**config.mk**
```make
export PLATFORM = sky130hd
export DESIGN_NAME = dccc_front
export DESIGN_NICKNAME = d
export VERILOG_FILES = /design/src/hdl/dccc_pkg.sv /design/src/hdl/dccc_front.sv
export SDC_FILE = /design/constraint.sdc
export NUM_CORES = 1
export LEC_CHECK = 0
export ABC_AREA = 1
export BUFFER_PORTS_ARGS = -buffer_cell sky130_fd_sc_hd__buf_2
export CELL_PAD_IN_SITES_DETAIL_PLACEMENT = 1
export CELL_PAD_IN_SITES_GLOBAL_PLACEMENT = 2
export CORE_MARGIN = 2
export CORE_UTILIZATION = 38
export CTS_CLUSTER_DIAMETER = 80
export DETAILED_ROUTE_END_ITERATION = 10
export PLACE_DENSITY_LB_ADDON = 0.1
export SYNTH_ARGS = -nofsm -noshare
export SYNTH_HDL_FRONTEND = slang
export SYNTH_SLANG_ARGS = --single-unit
```
**constraint.sdc**
```tcl
create_clock -name i_clk -period 7.2 [get_ports i_clk]
set_input_delay 1.8 -clock i_clk [delete_from_list [all_inputs] [get_ports i_clk]]
set_output_delay 1.8 -clock i_clk [all_outputs]
set_load 0.03 [all_outputs]
```
**src/hdl/dccc_pkg.sv**
```systemverilog
// Shared constants of the Dragon cache controller: opcodes, line states,
// bus request codes and fixed field widths. No dependencies.
`timescale 1ns / 1ps

package dccc_pkg;

    localparam int ADDR_W = 32;
    localparam int CNT_W  = 32;
    localparam int ID_W   = 8;
    localparam int OP_W   = 2;
    localparam int REQ_W  = 2;
    localparam int ST_W   = 3;
    localparam int DATA_W = 32;

    // Request opcodes.
    localparam logic [OP_W-1:0] OP_CPU_RD = 2'd0;
    localparam logic [OP_W-1:0] OP_CPU_WR = 2'd1;
    localparam logic [OP_W-1:0] OP_BUS_RD = 2'd2;
    localparam logic [OP_W-1:0] OP_BUS_UP = 2'd3;

    // Dragon line states.
    localparam logic [ST_W-1:0] ST_I  = 3'd0;
    localparam logic [ST_W-1:0] ST_E  = 3'd1;
    localparam logic [ST_W-1:0] ST_SC = 3'd2;
    localparam logic [ST_W-1:0] ST_SM = 3'd3;
    localparam logic [ST_W-1:0] ST_M  = 3'd4;

    // Bus request codes.
    localparam logic [REQ_W-1:0] REQ_NONE    = 2'd0;
    localparam logic [REQ_W-1:0] REQ_READ    = 2'd1;
    localparam logic [REQ_W-1:0] REQ_READ_UP = 2'd2;
    localparam logic [REQ_W-1:0] REQ_UPDATE  = 2'd3;

    // Configuration register indexes.
    localparam logic REG_NODE_ID = 1'b0;

    // Depth of the queue between front and back.
    localparam int QDEPTH = 2;
    localparam int QPTR_W = 1;
    localparam int QCNT_W = 2;

endpackage

```
**src/hdl/dccc_front.sv**
```systemverilog
// Front end of the Dragon cache controller: accepts requests, masks the address
// and reduces it to a block number, and holds them in a short queue.
// Depends on dccc_pkg.
`timescale 1ns / 1ps

module dccc_front import dccc_pkg::*; #(
    parameter int BLOCK_BYTES  = 64,
    parameter int ADDRESS_BITS = 32,
    parameter int BLK_W        = ADDR_W - $clog2(BLOCK_BYTES)
) (
    input  logic              i_clk,
    input  logic              i_rst_n,
    input  logic              i_push,
    input  logic [OP_W-1:0]   i_opcode,
    input  logic [ADDR_W-1:0] i_address,
    input  logic              i_shared,
    output logic              o_q_full,
    output logic              o_q_valid,
    output logic [OP_W-1:0]   o_q_op,
    output logic [BLK_W-1:0]  o_q_blk,
    output logic              o_q_shared,
    input  logic              i_q_pop
);

    localparam int OFF_W = $clog2(BLOCK_BYTES);
    localparam logic [ADDR_W-1:0] ADDR_MASK = (ADDRESS_BITS >= ADDR_W) ? {ADDR_W{1'b1}}
                                              : ~({ADDR_W{1'b1}} << ADDRESS_BITS);

    logic [OP_W-1:0]   r_q_op     [QDEPTH];
    logic [BLK_W-1:0]  r_q_blk    [QDEPTH];
    logic              r_q_shared [QDEPTH];
    logic [QPTR_W-1:0] r_wr_ptr, r_rd_ptr;
    logic [QCNT_W-1:0] r_count;

    logic [ADDR_W-1:0] masked_addr;
    logic              do_push;
    logic              do_pop;

    assign masked_addr = i_address & ADDR_MASK;
    assign o_q_full    = (r_count == QCNT_W'(QDEPTH));
    assign o_q_valid   = (r_count != '0);
    assign do_push     = i_push && !o_q_full;
    assign do_pop      = i_q_pop && o_q_valid;

    assign o_q_op     = r_q_op[r_rd_ptr];
    assign o_q_blk    = r_q_blk[r_rd_ptr];
    assign o_q_shared = r_q_shared[r_rd_ptr];

    always_ff @(posedge i_clk) begin
        if (do_push) begin
            r_q_op[r_wr_ptr]     <= i_opcode;
            r_q_blk[r_wr_ptr]    <= masked_addr[ADDR_W-1:OFF_W];
            r_q_shared[r_wr_ptr] <= i_shared;
        end
    end

    always_ff @(posedge i_clk) begin
        if (!i_rst_n) begin
            r_wr_ptr <= '0;
            r_rd_ptr <= '0;
            r_count  <= '0;
        end else begin
            if (do_push) begin
                r_wr_ptr <= r_wr_ptr + 1'b1;
            end
            if (do_pop) begin
                r_rd_ptr <= r_rd_ptr + 1'b1;
            end
            if (do_push && !do_pop) begin
                r_count <= r_count + 1'b1;
            end else if (do_pop && !do_push) begin
                r_count <= r_count - 1'b1;
            end
        end
    end

endmodule

```
# After elaboration in Yosys (flattened, before gate mapping)
# Memory sizes are Yosys's and may differ from the RTL's. A register that Yosys moved wholly into a read port is not among the register bits.
# Cells that the tools add are included.
# Widths: inputs -> output; s select.
# word_totals
mem_count	3
latchBits	0
mem_bits_ro	0
wordCells	30
ramBits	58
reg_bits	4
# memory_table
memory	depth	width	rd	rd_ports_with_merged_regs	wr	line_no	rtl
r_q_blk	2	26	1	1	1	dccc_front.sv:30	logic [BLK_W-1:0] r_q_blk [QDEPTH];
r_q_op	2	2	1	1	1	dccc_front.sv:29	logic [OP_W-1:0] r_q_op [QDEPTH];
r_q_shared	2	1	1	1	1	dccc_front.sv:31	logic r_q_shared [QDEPTH];
# op_classes
multipliers	0
n_reduce_logical	9
addsub	4
bitwise_logic	0
order_cmp	0
shifts	0
n_mux	10
n_eq_ne	1
div	0
# ops
op	count
$mux 1	8
$logic_and 1x1->1	4
$mux 2	2
$reduce_bool 2->1	2
$logic_not 1->1	3
$add 1x1->1 const B	2
$add 2x1->2 const B	1
$eq 2x2->1 const B	1
$sub 2x1->2 const B	1

# Depth between registers and ports, before layout
# Gate-level depths: netlist of run 1.
# depth
word_depth	7
depth_mapped	10
mapped_depth_nobuf	10

# Worst setup path before layout of run 1
# No wires, ideal clock.
# synth_path
kind	input port to flip-flop
from	input port i_push
to	memory r_q_blk[1][0] (netlist name) (enable)
setup_ns	0.415
slack_ns	3.688
t_arrival_ns	3.097
path_stages	2
cell_sequence	o21ai_2 -> nor2_1
# synth_via
elab_chain_cells	3
# synth_lines
item	line_no	rtl
start: declaration	dccc_front.sv:13	input logic i_push,
$logic_and 1x1->1	dccc_front.sv:42	assign do_push = i_push && !o_q_full;
$mux 1	dccc_front.sv:50	if (do_push) begin
$mux 1 (implied by the code)	dccc_front.sv:52	r_q_blk[r_wr_ptr] <= masked_addr[ADDR_W-1:OFF_W];
end: declaration	dccc_front.sv:30	
# Every way passes these cells.

==> results.tsv, run 1 <==
metric	value	unit
Overflow after GRT	0	
postcts setup bufs	0	
Hold Path Cell Cnt	2	
share of layout cells above drive strength 1	53.69	%
# hold bufs at CTS	0	
CTS tree	yes	
post-synthesis area per instance	18.73	um^2
Arrival @ worst endpoint	1.82	ns
Initial Util	39.70	%
worst setup margin	3.580	ns
first-pass GRT wire length	7.079	mm
reg-to-reg setup timing slack	5.53	ns
Finished Layout Cells	278	
Peak Freq	0.2763	GHz
clk slew on worst S/H paths	0.06	ns
# Max-Cap Violations	0	
final hold violation count	0	
vias in the first global route	1533	
Initial DRC Count	55	
Slew HR	41.85	%
Clock Path Buffers	2	
LEAKAGE	1.171	nW
setup TNS	0	ns
Post-Syn Instances	127	
routability cong.	0.6870	
die height	83.12	um
n_diodes	0	
gr usage total	13.37	%
Tmin final	3.620	ns
TritonCTS buffer count	9	
pwr/cell area	380.1	mW/mm^2
Setup Viol. Count Final	0	
HP Class	flop to flop	
Yosys cell types	16	
most common cell after layout, fill and taps aside	buf_2	
pre-CTS setup slack	3.885	ns
Setup CP Type	flop to output port	
status	finished, final reports clean	
Final Cycle Share	50.27	%
Detail Placement HPWL	2.873	mm
top cell type by total area after synthesis	edfxtp_1	
clk_lat worst skew	0.33	ns
worst r2r src	r_count[1]	
Worst Path Required	5.40	ns
clock skew	0.006959	ns
CTS Root Cell	clkbuf_8	
antenna-violating nets left	0	
critical path fanouts, max	22	
CP Launch Type	flop	
count of input and output buffers	63	
CTS sink cnt	63	
largest net degree at the start of global routing	30	
DRT Wirelength	4.237	mm
VDD IR-drop max	158.6	uV
Post-CTS Resized	0	
wire per inst	15.24	um
Placeable Area	0.005991	mm^2
critical path endpoint category	output port	
Area Growth Syn to Fin	25.46	%
sequential fraction of the synthesis area	77.43	%
register area	0.001842	mm^2
Yosys warning total	0	
RSZ-0062 raised after global routing	false	
drt first pass iters	4	
via count	1299	
Final #Nets	239	
# DRC	0	
io pins	70	
Fillers	599	
Placement Rows	28	
post-synth top area share	73.22	%
Worst R2R Path Depth	3	
area of the multi-input gates	494.2	um^2
Synth area leaders	edfxtp_1 (73%), mux2_2 (9.0%), mux2_4 (6.3%), dfxtp_1 (4.2%), nor2_1 (1.4%)	
reg2reg end	r_q_blk[1][6]	
drt via density	4.673	
flops & latches, synth	63	
Synth Net Count	167	
htree depth	3	
antenna violations before repair	0	
die area	0.006908	mm^2
Die Width	83.12	um
Hold Crit Start	r_rd_ptr	
Tightest Pin Transition	0.8702	ns
Final Slew Violations	0	
synthesized area	0.002379	mm^2
dpl cells	263	
commonest cells after routing, fill and taps aside	buf_2 (63), edfxtp_1 (58), mux2_2 (19)	
final design utilization	49.81	%
## worst max-delay path: stages (launching register included)
cell	delay (ns)
dfxtp_1	0.52
buf_4	0.41
mux2_2	0.38
buf_2	0.18
## synth_stat cells
cell / n
edfxtp_1: 58
mux2_2: 19
mux2_4: 10
nor2_1: 9
inv_1: 8
nand2_1: 7
dfxtp_1: 5
buf_6: 2
o21ai_0: 2
a21oi_1: 1
buf_2: 1
ha_1: 1
nand3_1: 1
nand4_1: 1
o21a_1: 1
o21ai_2: 1
## how the worst max path moves through the flow
stage / to / slack, ns / cells after the start
after global routing: o_q_blk[17] / 3.45 / 3
final: o_q_blk[17] / 3.58 / 3
after detailed placement: o_q_blk[17] / 3.88 / 3
after CTS: o_q_blk[17] / 3.53 / 3
after global placement: o_q_blk[17] / 3.89 / 3
after floorplan: r_q_blk[1][0] / 3.69 / 2
## per-layer routing
layer  track usage [%]  up-vias  part of all wire [%]
li1                  -      618                     -
met1             13.50      632                    39
met2             24.93       41                    55
met3             3.678        8                   4.7
met4             6.706        0                   2.2
met5                 0        -                     0
## state kept, by name, indices dropped and copies added (netlist names), named ones only
register,cells
r_rd_ptr,1
r_q_shared,2
r_wr_ptr,1
r_q_blk,52
r_q_op,4
r_count,2
## power breakdown
group	switching [mW]	total (mW)	leakage [nW]	internal, mW
Combinational	0.216	0.332	0.486	0.116
Sequential	0.0223	0.487	0.582	0.464
Clock	0.125	0.315	0.104	0.191
Total	0.363	1.13	1.17	0.771
## kinds of logic (layout without fill, tap and decap cells)
logic type	count (synthesis)	count (layout)	share of synthesized area [%]
buf+inv	11	87	2.420
mux	29	29	15.31
simple gates	18	18	2.998
flops	63	63	77.43
fa+ha+maj	1	1	0.5260
compound gates	5	5	1.315
## cell type report
cell class              instances  share of cell area [%]
inverters                       8                   1.006
clock inverters                 5                   2.474
flip-flops and latches         63                   61.72
well taps                      75                   3.145
repair buffers                 64                   10.82
multi-input cells              53                   16.56
clock buffers                  10                   4.277
## metrics by stage
step | instance area [um^2] | total power [mW] | hold WS [ns]
after floorplan | 2379 | 0.7413 | 0.4669
after global placement | 2783 | 0.8193 | 0.4846
after detailed placement | 2783 | 0.8320 | 0.4936
after CTS | 2984 | 1.147 | 0.5190
after global routing | 2984 | 1.192 | 0.5556
final | 2984 | 1.134 | 0.5148
No activity file was read; power rests on OpenSTA's default activity.
==> run 2, diff against run 1 <==
--- a/config.mk
+++ b/config.mk
@@ -10,7 +10,7 @@
 export CELL_PAD_IN_SITES_DETAIL_PLACEMENT = 1
 export CELL_PAD_IN_SITES_GLOBAL_PLACEMENT = 2
 export CORE_MARGIN = 2
-export CORE_UTILIZATION = 38
+export CORE_UTILIZATION = 32
 export CTS_CLUSTER_DIAMETER = 80
 export DETAILED_ROUTE_END_ITERATION = 10
 export PLACE_DENSITY_LB_ADDON = 0.1
==> constraint.sdc (replaced) <==
create_clock -name i_clk -period 3.15 [get_ports i_clk]
set_input_delay 0.7875 -clock i_clk [delete_from_list [all_inputs] [get_ports i_clk]]
set_output_delay 0.7875 -clock i_clk [all_outputs]
set_load 0.03 [all_outputs]
==> results.tsv, run 2 (same netlist as run 1, synthesis figures left out) <==
metric	value	unit
CTS Root Cell	clkbuf_8	
worst r2r src	r_count[1]	
Reg power frac	44.9	%
Hold Crit Start	r_rd_ptr	
# Max-Cap Violations	0	
Finished Layout Cells	302	
wire per inst	14.58	um
clock skew	0.005988	ns
Peak Freq	0.3839	GHz
TritonCTS buffer count	9	
worst setup margin	0.5454	ns
Placement Rows	31	
placed cell areas	0.002806	mm^2
DRT Wirelength	4.402	mm
Arrival @ worst endpoint	1.82	ns
switching power	0.8606	mW
largest net degree at the start of global routing	30	
Slew HR	39.68	%
Placeable Area	0.007214	mm^2
slowest cell on the critical path	dfxtp_2	
CTS sink cnt	63	
clock share of power	27.0	%
reg2reg end	r_q_blk[0][1]	
# DRC	0	
WHS	0.5093	ns
Final Cycle Share	82.69	%
drt first pass iters	4	
Initial DRC Count	44	
routability cong.	0.6450	
DR top layer	met4	
switching share of power	33.74	%
Initial Util	32.97	%
CTS tree	yes	
CP delay by family, top	flip-flops	
Clock Path Buffers	2	
clk_lat worst skew	0.33	ns
Final Slew Violations	0	
Die Width	90.22	um
LEAKAGE	1.159	nW
dpl cells	286	
Setup Viol. Count Final	0	
share of layout cells above drive strength 1	55.17	%
most common cell after layout, fill and taps aside	buf_2	
Tightest Pin Transition	0.9026	ns
DR WL met2	2.326	mm
Overflow after GRT	0	
count of input and output buffers	63	
Detail Placement HPWL	2.936	mm
status	finished, final reports clean	
met3 WL post-DR	223	um
htree depth	3	
CP cell instances	mux2_2 > buf_2	
reg-to-reg setup timing slack	1.47	ns
clk slew on worst S/H paths	0.07	ns
die area	0.008139	mm^2
Hold Path Cell Cnt	2	
drt via density	4.189	
final hold violation count	0	
antenna violations before repair	0	
fin area	0.003003	mm^2
Post-CTS Resized	0	
via count	1265	
# hold bufs at CTS	0	
Setup CP Type	flop to output port	
Top Registers	r_q_blk (52), r_q_op (4)	
critical path fanouts, max	29	
critical path endpoint category	output port	
pwr/cell area	849.3	mW/mm^2
first-pass GRT wire length	7.031	mm
combinational fraction of design power	28.1	%
CP max stage delay	0.86	ns
postcts setup bufs	0	
die height	90.22	um
vias in the first global route	1443	
gr usage total	11.46	%
n_diodes	0	
Largest register FFs	52	
pre-CTS setup slack	0.8662	ns
Pint	1.690	mW
final design utilization	41.62	%
Pwr Total	2.550	mW
io pins	70	
CP Launch Type	flop	
HP Class	flop to flop	
wl on met1	1.780	mm
Final #Nets	238	
Worst R2R Path Depth	3	
commonest cells after routing, fill and taps aside	buf_2 (63), edfxtp_1 (58), mux2_2 (19)	
largest reg by FF count	r_q_blk	
Worst Path Required	2.36	ns
Area Growth Syn to Fin	26.25	%
antenna-violating nets left	0	
setup TNS	0	ns
Tmin final	2.605	ns
VDD IR-drop max	315.2	uV
Buf/Inv on CP	1	
RSZ-0062 raised after global routing	false	
==> run 2: cell count changes in the layout (fill, tap and decap cells not counted), sizes merged <==
cell      delta
buf          -1
bufinv       -1
clkbuf       -1
clkinvlp     +2
inv          +1
==> run 2: worst max path at each step <==
| stage | from | end | slack [ns] | cells past startpoint |
|---|---|---|---|---|
| 4_1_cts | flop | o_q_blk[11] | 0.49 | 2 |
| 2_1_floorplan | i_push | r_q_blk[1][0] | 0.65 | 2 |
| 5_1_grt | flop | o_q_blk[22] | 0.44 | 2 |
| 3_5_place_dp | flop | o_q_blk[11] | 0.87 | 2 |
| 3_3_place_gp | flop | o_q_blk[18] | 0.89 | 2 |
| 6_report | flop | o_q_blk[11] | 0.55 | 2 |
==> run 2: power by group through the flow <==
stage	sequential [mW]	combinational, mW	clock [mW]
after global placement	1.16	0.714	0
after floorplan	1.11	0.585	0
after detailed placement	1.17	0.730	0
after CTS	1.15	0.732	0.718
final	1.15	0.716	0.688
after global routing	1.16	0.770	0.746
==> run 2: area by class of cell <==
| type | count | area (um^2) |
|---|---|---|
| repair buffers | 63 | 315.3 |
| multi-input cells | 53 | 494.2 |
| inverters | 8 | 30.03 |
| clock inverters | 7 | 72.57 |
| clock buffers | 9 | 123.9 |
| well taps | 99 | 123.9 |
| fillers | 744 | 4212 |
| flip-flops and latches | 63 | 1843 |
==> run 2: per-layer routing <==
layer	GRT usage (%)	vias up
li1	-	617
met1	12.23	602
met2	20.36	38
met3	3.856	8
met4	5.385	0
met5	0	-
==> run 2: tightest hold or removal path: cells and delay by family, from the launching register on <==
| kind | cells | cell delay (ns) |
|---|---|---|
| simple gates | 2 | 0.15 |
| flops | 1 | 0.33 |
==> run 3, diff against run 2 <==
--- a/config.mk
+++ b/config.mk
@@ -5,12 +5,12 @@
 export SDC_FILE = /design/constraint.sdc
 export NUM_CORES = 1
 export LEC_CHECK = 0
-export ABC_AREA = 1
+export ABC_AREA = 0
 export BUFFER_PORTS_ARGS = -buffer_cell sky130_fd_sc_hd__buf_2
 export CELL_PAD_IN_SITES_DETAIL_PLACEMENT = 1
 export CELL_PAD_IN_SITES_GLOBAL_PLACEMENT = 2
 export CORE_MARGIN = 2
-export CORE_UTILIZATION = 32
+export CORE_UTILIZATION = 36
 export CTS_CLUSTER_DIAMETER = 80
 export DETAILED_ROUTE_END_ITERATION = 10
 export PLACE_DENSITY_LB_ADDON = 0.1
==> constraint.sdc (replaced) <==
create_clock -name i_clk -period 2.6 [get_ports i_clk]
set_input_delay 0.65 -clock i_clk [delete_from_list [all_inputs] [get_ports i_clk]]
set_output_delay 0.65 -clock i_clk [all_outputs]
set_load 0.03 [all_outputs]
==> results.tsv, run 3 <==
metric	value	unit
LEAKAGE	1.127	nW
Initial Util	36.82	%
Placeable Area	0.006314	mm^2
TritonCTS buffer count	9	
Final Slew Violations	0	
Yosys cell types	22	
die area	0.007117	mm^2
Post-CTS Resized	0	
Worst R2R Path Depth	6	
Arrival @ worst endpoint	1.47	ns
Setup Viol. Count Final	0	
# Max-Cap Violations	0	
Post-Syn Instances	115	
Top Registers	r_q_blk (52), r_q_op (4)	
CP delay by family, top	buffers and inverters	
wire per inst	14.96	um
via count	1249	
HP Class	input port to flop	
Clock Path Buffers	2	
Final Cycle Share	81.54	%
Tightest Pin Transition	0.2580	ns
Synth area leaders	edfxtp_1 (75%), mux2_2 (14%), dfxtp_1 (4.3%), and2_1 (0.81%), xnor2_1 (0.75%)	
antenna-violating nets left	0	
Synth Net Count	155	
gr usage total	12.68	%
share of layout cells above drive strength 1	57.36	%
final hold violation count	0	
crit path capture	o_q_blk[0]	
pwr/cell area	1051	mW/mm^2
Post-synth EDFFs	58	
CP cell instances	buf_4 > mux2_2 > buf_2	
Detail Placement HPWL	2.845	mm
critical path fanouts, max	19	
critical path endpoint category	output port	
die height	84.36	um
Fillers	652	
sequential fraction of the synthesis area	79.22	%
switching share of power	32.88	%
post-synth top area share	74.92	%
largest net degree at the start of global routing	20	
io pins	70	
Die Width	84.36	um
reg-to-reg setup timing slack	1.03	ns
Overflow after GRT	0	
setup TNS	0	ns
# DRC	0	
WP depth	3	
synthesized area	0.002325	mm^2
CTS Root Cell	clkbuf_8	
antenna violations before repair	0	
Pint	2.079	mW
reg2reg end	r_count[1]	
WHS	0.5102	ns
CP Launch Type	flop	
worst r2r src	r_count[0]	
clock share of power	24.8	%
slowest cell on the critical path	mux2_2	
clk slew on worst S/H paths	0.07	ns
Post-synth top cells	edfxtp_1 (58), mux2_2 (29), dfxtp_1 (5)	
Area Growth Syn to Fin	26.75	%
Pwr Total	3.097	mW
Initial DRC Count	66	
drt via density	4.558	
RSZ-0062 raised after global routing	false	
most common cell after layout, fill and taps aside	buf_2	
clk_lat worst skew	0.32	ns
Tmin final	2.120	ns
count leader, synth	edfxtp_1	
post-synthesis area per instance	20.22	um^2
switching power	1.018	mW
CP max stage delay	0.37	ns
combinational fraction of design power	32.5	%
flops & latches, synth	63	
asr flop ratio synth	0	%
vias in the first global route	1440	
Reg power frac	42.8	%
count of input and output buffers	63	
Yosys warning total	0	
postcts setup bufs	0	
first-pass GRT wire length	6.789	mm
status	finished, final reports clean	
VDD IR-drop max	410.5	uV
Largest register FFs	52	
Peak Freq	0.4717	GHz
clock skew	0.005031	ns
DRT Wirelength	4.099	mm
drt first pass iters	2	
largest reg by FF count	r_q_blk	
Top FF cell, synth	edfxtp_1	
routability cong.	0.7158	
Buf/Inv on CP	2	
n_diodes	0	
Placement Rows	29	
Slew HR	82.80	%
CTS tree	yes	
# hold bufs at CTS	0	
CTS sink cnt	63	
Setup CP Type	flop to output port	
htree depth	3	
Final #Nets	232	
top cell type by total area after synthesis	edfxtp_1	
commonest cells after routing, fill and taps aside	buf_2 (63), edfxtp_1 (58), mux2_2 (29)	
Worst Path Required	1.95	ns
-- run 3: worst min path at each step --
| stage | start | end | slack [ns] | cells past startpoint |
|---|---|---|---|---|
| 5_1_grt | i_address[7] | r_q_blk[0][1] | 0.49 | 1 |
| 3_5_place_dp | r_count[1] | r_count[1] | 0.52 | 2 |
| 4_1_cts | i_address[7] | r_q_blk[0][1] | 0.49 | 1 |
| 6_report | i_address[7] | r_q_blk[0][1] | 0.51 | 1 |
| 2_1_floorplan | r_count[1] | r_count[1] | 0.48 | 2 |
| 3_3_place_gp | r_count[1] | r_count[1] | 0.50 | 2 |
-- run 3: power by group through the flow --
stage	clock (mW)	combinational [mW]	sequential, mW
2_1_floorplan	0	0.746	1.33
3_3_place_gp	0	1.00	1.34
3_5_place_dp	0	1.02	1.35
4_1_cts	0.795	1.03	1.33
5_1_grt	0.844	1.09	1.34
6_report	0.767	1.01	1.32
-- run 3: routing by layer --
layer / global-route usage [%] / wire length [um] / vias to the layer above
met1: 15.54 / 1734 / 606
met4: 6.926 / 76 / 0
met2: 20.35 / 2064 / 39
met5: 0 / 0 / -
li1: - / - / 597
met3: 3.638 / 223 / 7
-- run 3: cells by family (layout without fill, tap and decap cells) --
logic type	count (synthesis)	after routing	share of synthesized area [%]
muxes	29	29	14.05
and+or+nand+nor	9	9	2.476
buffers and inverters	5	87	1.183
AOI/OAI and AO/OA	5	5	1.399
adders and majority gates	1	1	0.5381
xor gates and xnor gates	3	3	1.130
DFF	63	63	79.23
-- run 3: through the flow --
stage	setup WS [ns]	utilization, %	instances	cell area, um^2
floorplan	0.2767	-	115	2325
global placement	0.8096	43.84	258	2768
detailed placement	0.7832	43.84	258	2768
CTS	0.4454	46.67	274	2947
global route	0.3789	46.67	274	2947
finish	0.4800	46.67	274	2947
-- run 3: final cells by class --
type | count | area [um^2] | area share (%)
inverters | 2 | 7.507 | 0.2548
flip-flops and latches | 63 | 1842 | 62.51
well taps | 77 | 96.34 | 3.270
clock inverters | 6 | 51.30 | 1.741
clock buffers | 10 | 127.6 | 4.331
multi-input cells | 47 | 461.7 | 15.67
repair buffers | 69 | 360.3 | 12.23
